===== config.mk =====
export PLATFORM = sky130hd
export DESIGN_NAME = mbr_front
export DESIGN_NICKNAME = d
export VERILOG_FILES = /design/src/hw/rtl/mbr_pkg.sv /design/src/hw/rtl/mbr_fifo.sv /design/src/hw/rtl/mbr_front.sv
export SDC_FILE = /design/constraint.sdc
export NUM_CORES = 1
export LEC_CHECK = 0
export BUFFER_PORTS_ARGS = -buffer_cell sky130_fd_sc_hd__buf_2
export CORE_ASPECT_RATIO = 1.1
export CORE_MARGIN = 2
export CORE_UTILIZATION = 34
export CTS_CLUSTER_DIAMETER = 80
export DETAILED_ROUTE_END_ITERATION = 12
export PLACE_DENSITY_LB_ADDON = 0.2
export SLEW_MARGIN = 5
export SYNTH_ARGS = -nofsm -noshare
export SYNTH_HDL_FRONTEND = slang
export SYNTH_SLANG_ARGS = --single-unit

===== constraint.sdc =====
create_clock -name clk -period 4.2 [get_ports clk]
set_input_delay 0.84 -clock clk [delete_from_list [all_inputs] [get_ports clk]]
set_output_delay 0.84 -clock clk [all_outputs]
set_load 0.01 [all_outputs]

===== src/hw/rtl/mbr_pkg.sv =====
// mbr_pkg: shared constants, request codes and transfer types of the msb-first bit reader
// used by mbr_fifo, mbr_front, mbr_back and msb_first_bit_reader; depends on nothing
`default_nettype none

package mbr_pkg;

    localparam int BUFFER_BYTES_DEFAULT = 4096;
    localparam int MAX_BITS             = 32;
    localparam int WORD_W               = 32;
    localparam int QUEUE_DEPTH          = 2;

    localparam int          LEN_REG_W = 13;
    localparam logic [12:0] LEN_RESET = 13'd4096;

    // register index on the configuration port
    localparam logic REG_BUFFER_LENGTH = 1'b0;

    // request codes on req_type
    localparam logic [2:0] REQ_WRITE   = 3'd0;
    localparam logic [2:0] REQ_RESTART = 3'd1;
    localparam logic [2:0] REQ_READ    = 3'd2;
    localparam logic [2:0] REQ_PEEK    = 3'd3;
    localparam logic [2:0] REQ_SKIP    = 3'd4;

    typedef enum logic [2:0] {
        OP_NOP,
        OP_WRITE,
        OP_RESTART,
        OP_READ,
        OP_PEEK,
        OP_SKIP
    } op_t;

    typedef struct packed {
        op_t         op;
        logic [11:0] byte_address;
        logic [7:0]  byte_value;
        logic [5:0]  bit_count;
    } cmd_t;

    typedef struct packed {
        logic [WORD_W-1:0] bits_value;
        logic              at_end;
    } res_t;

endpackage

`default_nettype wire


===== src/hw/rtl/mbr_fifo.sv =====
// mbr_fifo: small synchronous queue with push/full and pop/empty sides
// depends on mbr_pkg for the default depth
`default_nettype none

module mbr_fifo
    import mbr_pkg::*;
#(
    parameter int W     = 1,
    parameter int DEPTH = QUEUE_DEPTH
)(
    input  wire logic         clk,
    input  wire logic         rst_n,
    input  wire logic         push,
    input  wire logic [W-1:0] wr_data,
    output logic              full,
    input  wire logic         pop,
    output logic [W-1:0]      rd_data,
    output logic              empty
);

    localparam int PTR_W = (DEPTH > 1) ? $clog2(DEPTH) : 1;
    localparam int CNT_W = $clog2(DEPTH + 1);

    logic [W-1:0]     slot_reg [DEPTH];
    logic [PTR_W-1:0] wr_ptr_reg, wr_ptr_next;
    logic [PTR_W-1:0] rd_ptr_reg, rd_ptr_next;
    logic [CNT_W-1:0] count_reg, count_next;
    logic             do_push;
    logic             do_pop;

    function automatic logic [PTR_W-1:0] ptr_inc(input logic [PTR_W-1:0] p);
        logic [PTR_W-1:0] r;
        if (p == PTR_W'(DEPTH - 1))
        begin
            r = '0;
        end
        else
        begin
            r = p + 1'b1;
        end
        return r;
    endfunction

    assign full    = (count_reg == CNT_W'(DEPTH));
    assign empty   = (count_reg == '0);
    assign do_push = push && !full;
    assign do_pop  = pop && !empty;
    assign rd_data = slot_reg[rd_ptr_reg];

    always_comb
    begin
        wr_ptr_next = do_push ? ptr_inc(wr_ptr_reg) : wr_ptr_reg;
        rd_ptr_next = do_pop ? ptr_inc(rd_ptr_reg) : rd_ptr_reg;
        count_next  = count_reg;
        if (do_push && !do_pop)
        begin
            count_next = count_reg + 1'b1;
        end
        else if (do_pop && !do_push)
        begin
            count_next = count_reg - 1'b1;
        end
    end

    always_ff @(posedge clk or negedge rst_n)
    begin
        if (!rst_n)
        begin
            wr_ptr_reg <= '0;
            rd_ptr_reg <= '0;
            count_reg  <= '0;
        end
        else
        begin
            wr_ptr_reg <= wr_ptr_next;
            rd_ptr_reg <= rd_ptr_next;
            count_reg  <= count_next;
        end
    end

    always_ff @(posedge clk)
    begin
        if (do_push)
        begin
            slot_reg[wr_ptr_reg] <= wr_data;
        end
    end

endmodule

`default_nettype wire


===== src/hw/rtl/mbr_front.sv =====
// mbr_front: takes request transfers, decodes the request code, clamps the bit count
// and queues the command for the back end; depends on mbr_pkg and mbr_fifo
`default_nettype none

module mbr_front
    import mbr_pkg::*;
(
    input  wire logic        clk,
    input  wire logic        rst_n,
    input  wire logic        push,
    output logic             full,
    input  wire logic [2:0]  req_type,
    input  wire logic [11:0] byte_address,
    input  wire logic [7:0]  byte_value,
    input  wire logic [5:0]  bit_count,
    input  wire logic        cmd_pop,
    output cmd_t             cmd,
    output logic             cmd_empty
);

    cmd_t decoded;

    always_comb
    begin
        decoded.byte_address = byte_address;
        decoded.byte_value   = byte_value;
        decoded.bit_count    = (32'(bit_count) > MAX_BITS) ? 6'(MAX_BITS) : bit_count;
        case (req_type)
            REQ_WRITE:   decoded.op = OP_WRITE;
            REQ_RESTART: decoded.op = OP_RESTART;
            REQ_READ:    decoded.op = OP_READ;
            REQ_PEEK:    decoded.op = OP_PEEK;
            REQ_SKIP:    decoded.op = OP_SKIP;
            default:     decoded.op = OP_NOP;
        endcase
    end

    mbr_fifo #(
        .W     ($bits(cmd_t)),
        .DEPTH (QUEUE_DEPTH)
    ) u_cmd_fifo (
        .clk     (clk),
        .rst_n   (rst_n),
        .push    (push),
        .wr_data (decoded),
        .full    (full),
        .pop     (cmd_pop),
        .rd_data (cmd),
        .empty   (cmd_empty)
    );

endmodule

`default_nettype wire


==> results of run 1 <==
-- synth_stat cells, drive strengths merged (2+ instances only) --
master / number
edfxtp: 58
mux2: 29
nor2: 5
nor2b: 5
dfrtp: 4
xnor2: 4
buf: 3
nand2: 3
inv: 2
o21ai: 2
xor2: 2
-- layout make-up --
type | count | area [um^2] | share of cell area (%)
flip-flops and latches | 62 | 1840 | 60.5
multi-input cells | 54 | 594 | 19.5
inverters | 2 | 7.51 | 0.247
well taps | 85 | 106 | 3.49
repair buffers | 65 | 330 | 10.9
clock buffers | 14 | 153 | 5.01
clock inverters | 2 | 10.0 | 0.329
-- metal layers --
| metal | up-vias | global-route usage, % |
|---|---|---|
| met5 | - | 0 |
| met4 | 0 | 6.75 |
| met3 | 8 | 3.09 |
| met2 | 32 | 18.5 |
| met1 | 594 | 11.5 |
| li1 | 603 | - |
-- power breakdown --
| part | total, mW | leakage, nW | internal [mW] | switching [mW] |
|---|---|---|---|---|
| clock network | 0.426 | 0.0844 | 0.229 | 0.197 |
| registers | 0.983 | 0.588 | 0.852 | 0.131 |
| logic | 0.629 | 0.579 | 0.363 | 0.265 |
-- per-stage QoR --
stage	instance area [um^2]	hold WS, ns	power [mW]	utilization (%)
floorplan	2480	0.459	1.42	-
global placement	2880	0.497	1.62	40.9
detailed placement	2880	0.527	1.64	40.9
CTS	3040	0.298	2.08	43.2
global route	3040	0.296	2.15	43.2
finish	3040	0.313	2.04	43.2
-- logic make-up (layout without fill, tap and decap cells) --
| logic type | Yosys count | after routing |
|---|---|---|
| DFF | 62 | 62 |
| muxes | 29 | 29 |
| and+or+nand+nor | 15 | 15 |
| xor gates and xnor gates | 6 | 6 |
| buffers and inverters | 6 | 83 |
| AOI/OAI and AO/OA | 3 | 3 |
| adders and majority gates | 1 | 1 |
-- path summary, 6_finish.rpt --
| kind | from | endpoint | slack [ns] | cells after the start |
|---|---|---|---|---|
| max in group asynchronous | rst_n | u_cmd_fifo.rd_ptr_reg | 3.75 | 1 |
| min | rst_n | u_cmd_fifo.count_reg[0] | 0.31 | 1 |
| max | u_cmd_fifo.rd_ptr_reg | cmd[28] | 1.51 | 2 |
| min reg2reg | u_cmd_fifo.count_reg[1] | u_cmd_fifo.count_reg[1] | 0.53 | 1 |
| max reg2reg | u_cmd_fifo.count_reg[0] | u_cmd_fifo.slot_reg[0][1] | 2.26 | 4 |
| min in group clk | u_cmd_fifo.count_reg[1] | u_cmd_fifo.count_reg[1] | 0.53 | 1 |
==> flow_summary.json, run 1 <==
{
  "run_status": "finished clean",
  "timing.critical_path.max_delay_family": "flip-flops",
  "routed_wire_length_per_instance_um": 14.6,
  "postRouteWirelength_um": 4130,
  "post-route-min-period_ns": 2.69,
  "hp-class": "primary input to asynchronous set/reset pin",
  "grt_max_degree": 31,
  "total_leakage_power_nw": 1.25,
  "cts-buffers-inserted": 9,
  "worst-slew-pin-transition_ns": 0.989,
  "final-max-slew-violation-count": 0,
  "flip_flop_count_of_the_largest_register_after_layout": 58,
  "root_buffer": "clkbuf_8",
  "htreeDepth": 3,
  "drt-met1-wl_um": 1590,
  "grt_antenna_before_repair": 0,
  "netlist_instances": 122,
  "grt_pass1_vias": 1308,
  "syn-cell-area_um2": 2480,
  "avg_inst_size_synth_um2": 20.3,
  "powerDensity_nw_per_um2": 669,
  "grt_setup_unrepaired": "no",
  "rows": 32,
  "maximum_vdd_drop_uv": 318,
  "synth_compound_area_share_pct": 0.606,
  "firstDrtPassIters": 4,
  "post_synthesis_cell_type_with_the_largest_combined_area": "edfxtp_1",
  "syn2layout_area_growth_pct": 22.8,
  "synth_area_leaders": "edfxtp_1 70%, mux2_4 18%, dfrtp_1 4.0%",
  "worst_slew_margin_rel_pct": 34.0,
  "post-synth-top-area-fraction_pct": 70.3,
  "dr_wl_met2_um": 2240,
  "dp_slack_ns": 1.82,
  "critical_path.max_stage_delay_ns": 1.02,
  "synth-seq-cells": 62,
  "chip_height_um": 93.6,
  "route.vias.total": 1237,
  "ys_seq_area_share_pct": 74.3,
  "ys_flop_type": "edfxtp_1",
  "port_buffers": 63,
  "max-clock-path-buffers": 2,
  "chipWidth_um": 85.4,
  "timing.critical_path.arrival_ns": 1.85,
  "placedCellCount": 268,
  "area_fraction_in_and_or_nand_and_nor_cells_after_synthesis_pct": 3.08,
  "post_drt_via_cell_ratio": 4.36,
  "clkTransAtPathRegs_ns": 0.06,
  "postLayoutSetupSlackWorst_ns": 1.51,
  "setup_viol_count_final": 0,
  "syn_nets": 156,
  "layoutNonFillerInstCount": 284,
  "num_antenna_cells": 0,
  "met3_length_um": 240,
  "post_cts_sizing_count": 0,
  "synth_top_family_by_area": "multiplexers",
  "post_synth_fa_ha_maj_area_fraction_pct": 0.505,
  "drv_cap": 0,
  "ioPinCount": 64,
  "clock_sinks": 62,
  "groute.usage.overall_pct": 10.7,
  "floorplan.initialDensity_pct": 35.2,
  "post_cts_buffers": 0,
  "gp_routability_congestion": 0.667,
  "synth_enable_flop_cells": 58,
  "timing.critical_path.required_ns": 3.36,
  "yosysWarnings": 0,
  "worstSetupPathType": "flip-flop to output port",
  "drive_gt1_share_pct": 54.8,
  "post_synthesis_mux_area_share_pct": 17.6,
  "dr.first_iter.drc_count": 35,
  "setup_total_negative_slack_ns": 0,
  "path_cells": "mux2_4 -> buf_2",
  "nFillCells": 652,
  "overflow_after_grt": 0,
  "share_of_synthesized_flip_flops_with_an_asynchronous_set_or_reset_pct": 6.45,
  "top_layer": "met4",
  "crit_buf_inv": 1,
  "mostFrequentLayoutCells": "63 x buf_2, 58 x edfxtp_1, 29 x mux2_4",
  "timing.fmax_mhz": 372,
  "floorplan.die_area_um2": 7990,
  "yosys.cell_types.count": 17,
  "cpMaxStageDelayCell": "dfrtp_2",
  "design.core.area_um2": 7050,
  "timing_hold_violations_final": 0,
  "residual_drc_count": 0,
  "crit_path_end_kind": "output port",
  "synth_xor_xnor_area_share_pct": 2.12,
  "clk_latency_ns": 0.32,
  "layout_worst_path_cycle_share_pct": 64.1,
  "timing.clock.skew_ns": 0.0114,
  "timing.critical_path.from_type": "flip-flop",
  "nets": 228,
  "wire_length_of_the_first_global_routing_pass_um": 6270,
  "worstPathMaxFanout": 30,
  "ant_nets": 0,
  "final_common_cell": "buf_2",
  "tritoncts": "built",
  "holdBufCountCts": 0
}
Power figures use the tool's default switching activity.
==> inputs of run 2 (changes only) <==
ABC_AREA = 1   (was unset)
clock period = 2.8 ns   (was 4.2 ns; I/O delays follow)
==> run 2 against run 1 <==
Against the previous run: first-iteration DRC count up 110%; critical path depth is 2 higher; flip-flop and latch count is the same; total power increased by 46%; design area decreased by 1.6%; clock-buffer cell count decreased by 1.
==> flow_summary.json, run 2 <==
{
  "synth-seq-cells": 62,
  "timing.critical_path.required_ns": 2.24,
  "share_of_synthesized_flip_flops_with_an_asynchronous_set_or_reset_pct": 6.45,
  "syn-cell-area_um2": 2430,
  "nFillCells": 687,
  "ys_top_cells_by_count": "91 x nand2_1, 58 x edfxtp_1, 9 x inv_1",
  "total_leakage_power_nw": 1.32,
  "ys_seq_area_share_pct": 75.8,
  "ys_flop_type": "edfxtp_1",
  "dp_hpwl_um": 2830,
  "chipWidth_um": 84.6,
  "grt_antenna_before_repair": 0,
  "timing.critical_path.max_delay_family": "buffers and inverters",
  "clock_sinks": 62,
  "final-max-slew-violation-count": 0,
  "clk_latency_ns": 0.32,
  "cts-buffers-inserted": 9,
  "timing.fmax_mhz": 491,
  "yosys.cell_count.top_type": "nand2_1",
  "worstPathMaxFanout": 30,
  "maximum_vdd_drop_uv": 351,
  "synth_top_family_by_area": "simple AND/OR/NAND/NOR gates",
  "path_cells": "inv_2 -> nand2_1 -> nand2_1 -> buf_2",
  "layout_worst_path_cycle_share_pct": 72.8,
  "post_cts_sizing_count": 0,
  "holdBufCountCts": 0,
  "flip_flop_count_of_the_largest_register_after_layout": 58,
  "grt_setup_unrepaired": "no",
  "ioPinCount": 64,
  "residual_drc_count": 0,
  "htreeDepth": 3,
  "run_status": "finished clean",
  "synth_compound_area_share_pct": 1.80,
  "post-route-min-period_ns": 2.04,
  "routed_wire_length_per_instance_um": 12.2,
  "cpMaxStageDelayCell": "inv_2",
  "clkTransAtPathRegs_ns": 0.06,
  "floorplan.die_area_um2": 7840,
  "postLayoutSetupSlackWorst_ns": 0.763,
  "library_cell_appearing_most_often_on_the_critical_path": "nand2_1",
  "dp_slack_ns": 1.04,
  "groute.usage.overall_pct": 11.8,
  "route.vias.total": 1523,
  "max-clock-path-buffers": 2,
  "setup_total_negative_slack_ns": 0,
  "firstDrtPassIters": 4,
  "syn2layout_area_growth_pct": 23.4,
  "synth_xor_xnor_area_share_pct": 0.721,
  "design.core.area_um2": 6970,
  "worst_slew_margin_rel_pct": 64.6,
  "chip_height_um": 92.6,
  "wire_length_of_the_first_global_routing_pass_um": 6820,
  "grt_max_degree": 31,
  "post_synth_fa_ha_maj_area_fraction_pct": 0.515,
  "timing.critical_path.arrival_ns": 1.48,
  "port_buffers": 63,
  "timing_hold_violations_final": 0,
  "gp_routability_congestion": 0.721,
  "hp-class": "primary input to asynchronous set/reset pin",
  "post_drt_via_cell_ratio": 4.24,
  "critical_path.max_stage_delay_ns": 0.40,
  "root_buffer": "clkbuf_8",
  "post_synthesis_cell_type_with_the_largest_combined_area": "edfxtp_1",
  "drv_cap": 0,
  "post_cts_buffers": 0,
  "placedInstanceArea_um2": 2850,
  "avg_inst_size_synth_um2": 12.2,
  "crit_buf_inv": 2,
  "drive_gt1_share_pct": 31.0,
  "tritoncts": "built",
  "mostFrequentLayoutCells": "91 x nand2_1, 63 x buf_2, 58 x edfxtp_1",
  "post_synthesis_mux_area_share_pct": 0,
  "grt_pass1_vias": 1472,
  "timing.clock.skew_ns": 0.00637,
  "area_fraction_in_and_or_nand_and_nor_cells_after_synthesis_pct": 17.7,
  "finalInstanceArea_um2": 3000,
  "synth_area_leaders": "edfxtp_1 72%, nand2_1 14%, dfrtp_1 4.1%",
  "final.hold.worst_slack_ns": 0.0431,
  "nets": 303,
  "rows": 32,
  "multiInputGateArea_um2": 515,
  "layout.area.seq_um2": 1840,
  "post-synth-top-area-fraction_pct": 71.7,
  "yosysWarnings": 0,
  "floorplan.initialDensity_pct": 34.9,
  "overflow_after_grt": 0,
  "netlist_instances": 199,
  "worstSetupPathType": "flip-flop to output port",
  "reg2reg_setup_slack_ns": 1.24,
  "postRouteWirelength_um": 4400,
  "ant_nets": 0,
  "powerDensity_nw_per_um2": 992,
  "yosys.cell_types.count": 21,
  "crit_path_end_kind": "output port",
  "num_antenna_cells": 0,
  "timing.critical_path.from_type": "flip-flop",
  "synth_enable_flop_cells": 58,
  "dr.first_iter.drc_count": 75,
  "final_common_cell": "nand2_1",
  "design_power_total_mw": 2.97,
  "syn_nets": 233,
  "worst-slew-pin-transition_ns": 0.531,
  "setup_viol_count_final": 0
}
==> run 2: changes by cell type in the layout (fill, tap and decap cells not counted), sizes merged, moves of 2 or more <==
cell   previous run  this run
mux2             29         0
nor2b             5         0
a21oi             1         6
nand3             0         2
inv               2        12
nand2             3        91
xnor2             4         1
nor2              5        11
==> run 2: through the flow <==
step | std cells | utilization, %
global placement | 343 | 40.9
detailed placement | 343 | 40.9
finish | 359 | 43.0
floorplan | 199 | -
global route | 359 | 43.0
CTS | 359 | 43.0
==> run 2: final timing paths <==
check | from | endpoint | cells after the start
hold / removal | rst_n | u_cmd_fifo.count_reg[0] | 1
hold reg to reg | u_cmd_fifo.count_reg[1] | u_cmd_fifo.count_reg[1] | 2
setup / recovery | u_cmd_fifo.rd_ptr_reg | cmd[3] | 4
max in group asynchronous | rst_n | u_cmd_fifo.rd_ptr_reg | 1
min in group clk | byte_address[2] | u_cmd_fifo.slot_reg[0][16] | 1
setup reg to reg | u_cmd_fifo.count_reg[0] | u_cmd_fifo.slot_reg[1][5] | 3
==> run 2: cell type report <==
type	count	share of cell area, %
flip-flops and latches	62	61.5
multi-input cells	118	17.2
repair buffers	66	11.3
clock buffers	13	4.63
well taps	85	3.55
inverters	12	1.50
clock inverters	3	0.376
==> run 2: metal layers <==
metal  vias to the layer above  track usage [%]  routed length [um]
li1                        798                -                   -
met1                       684             13.0                1870
met2                        34             20.7                2270
met3                         7             2.85                 195
met4                         0             6.88                  61
met5                         -                0                   0
==> run 2: cells by family after synthesis <==
group	Yosys count
xor gates and xnor gates	2
AOI/OAI and AO/OA	8
DFF	62
buffers and inverters	19
adders and majority gates	1
and+or+nand+nor	107
==> run 2: power breakdown <==
part / switching, mW / internal (mW)
sequential: 0.0789 / 1.27
combinational: 0.665 / 0.350
clock: 0.293 / 0.314
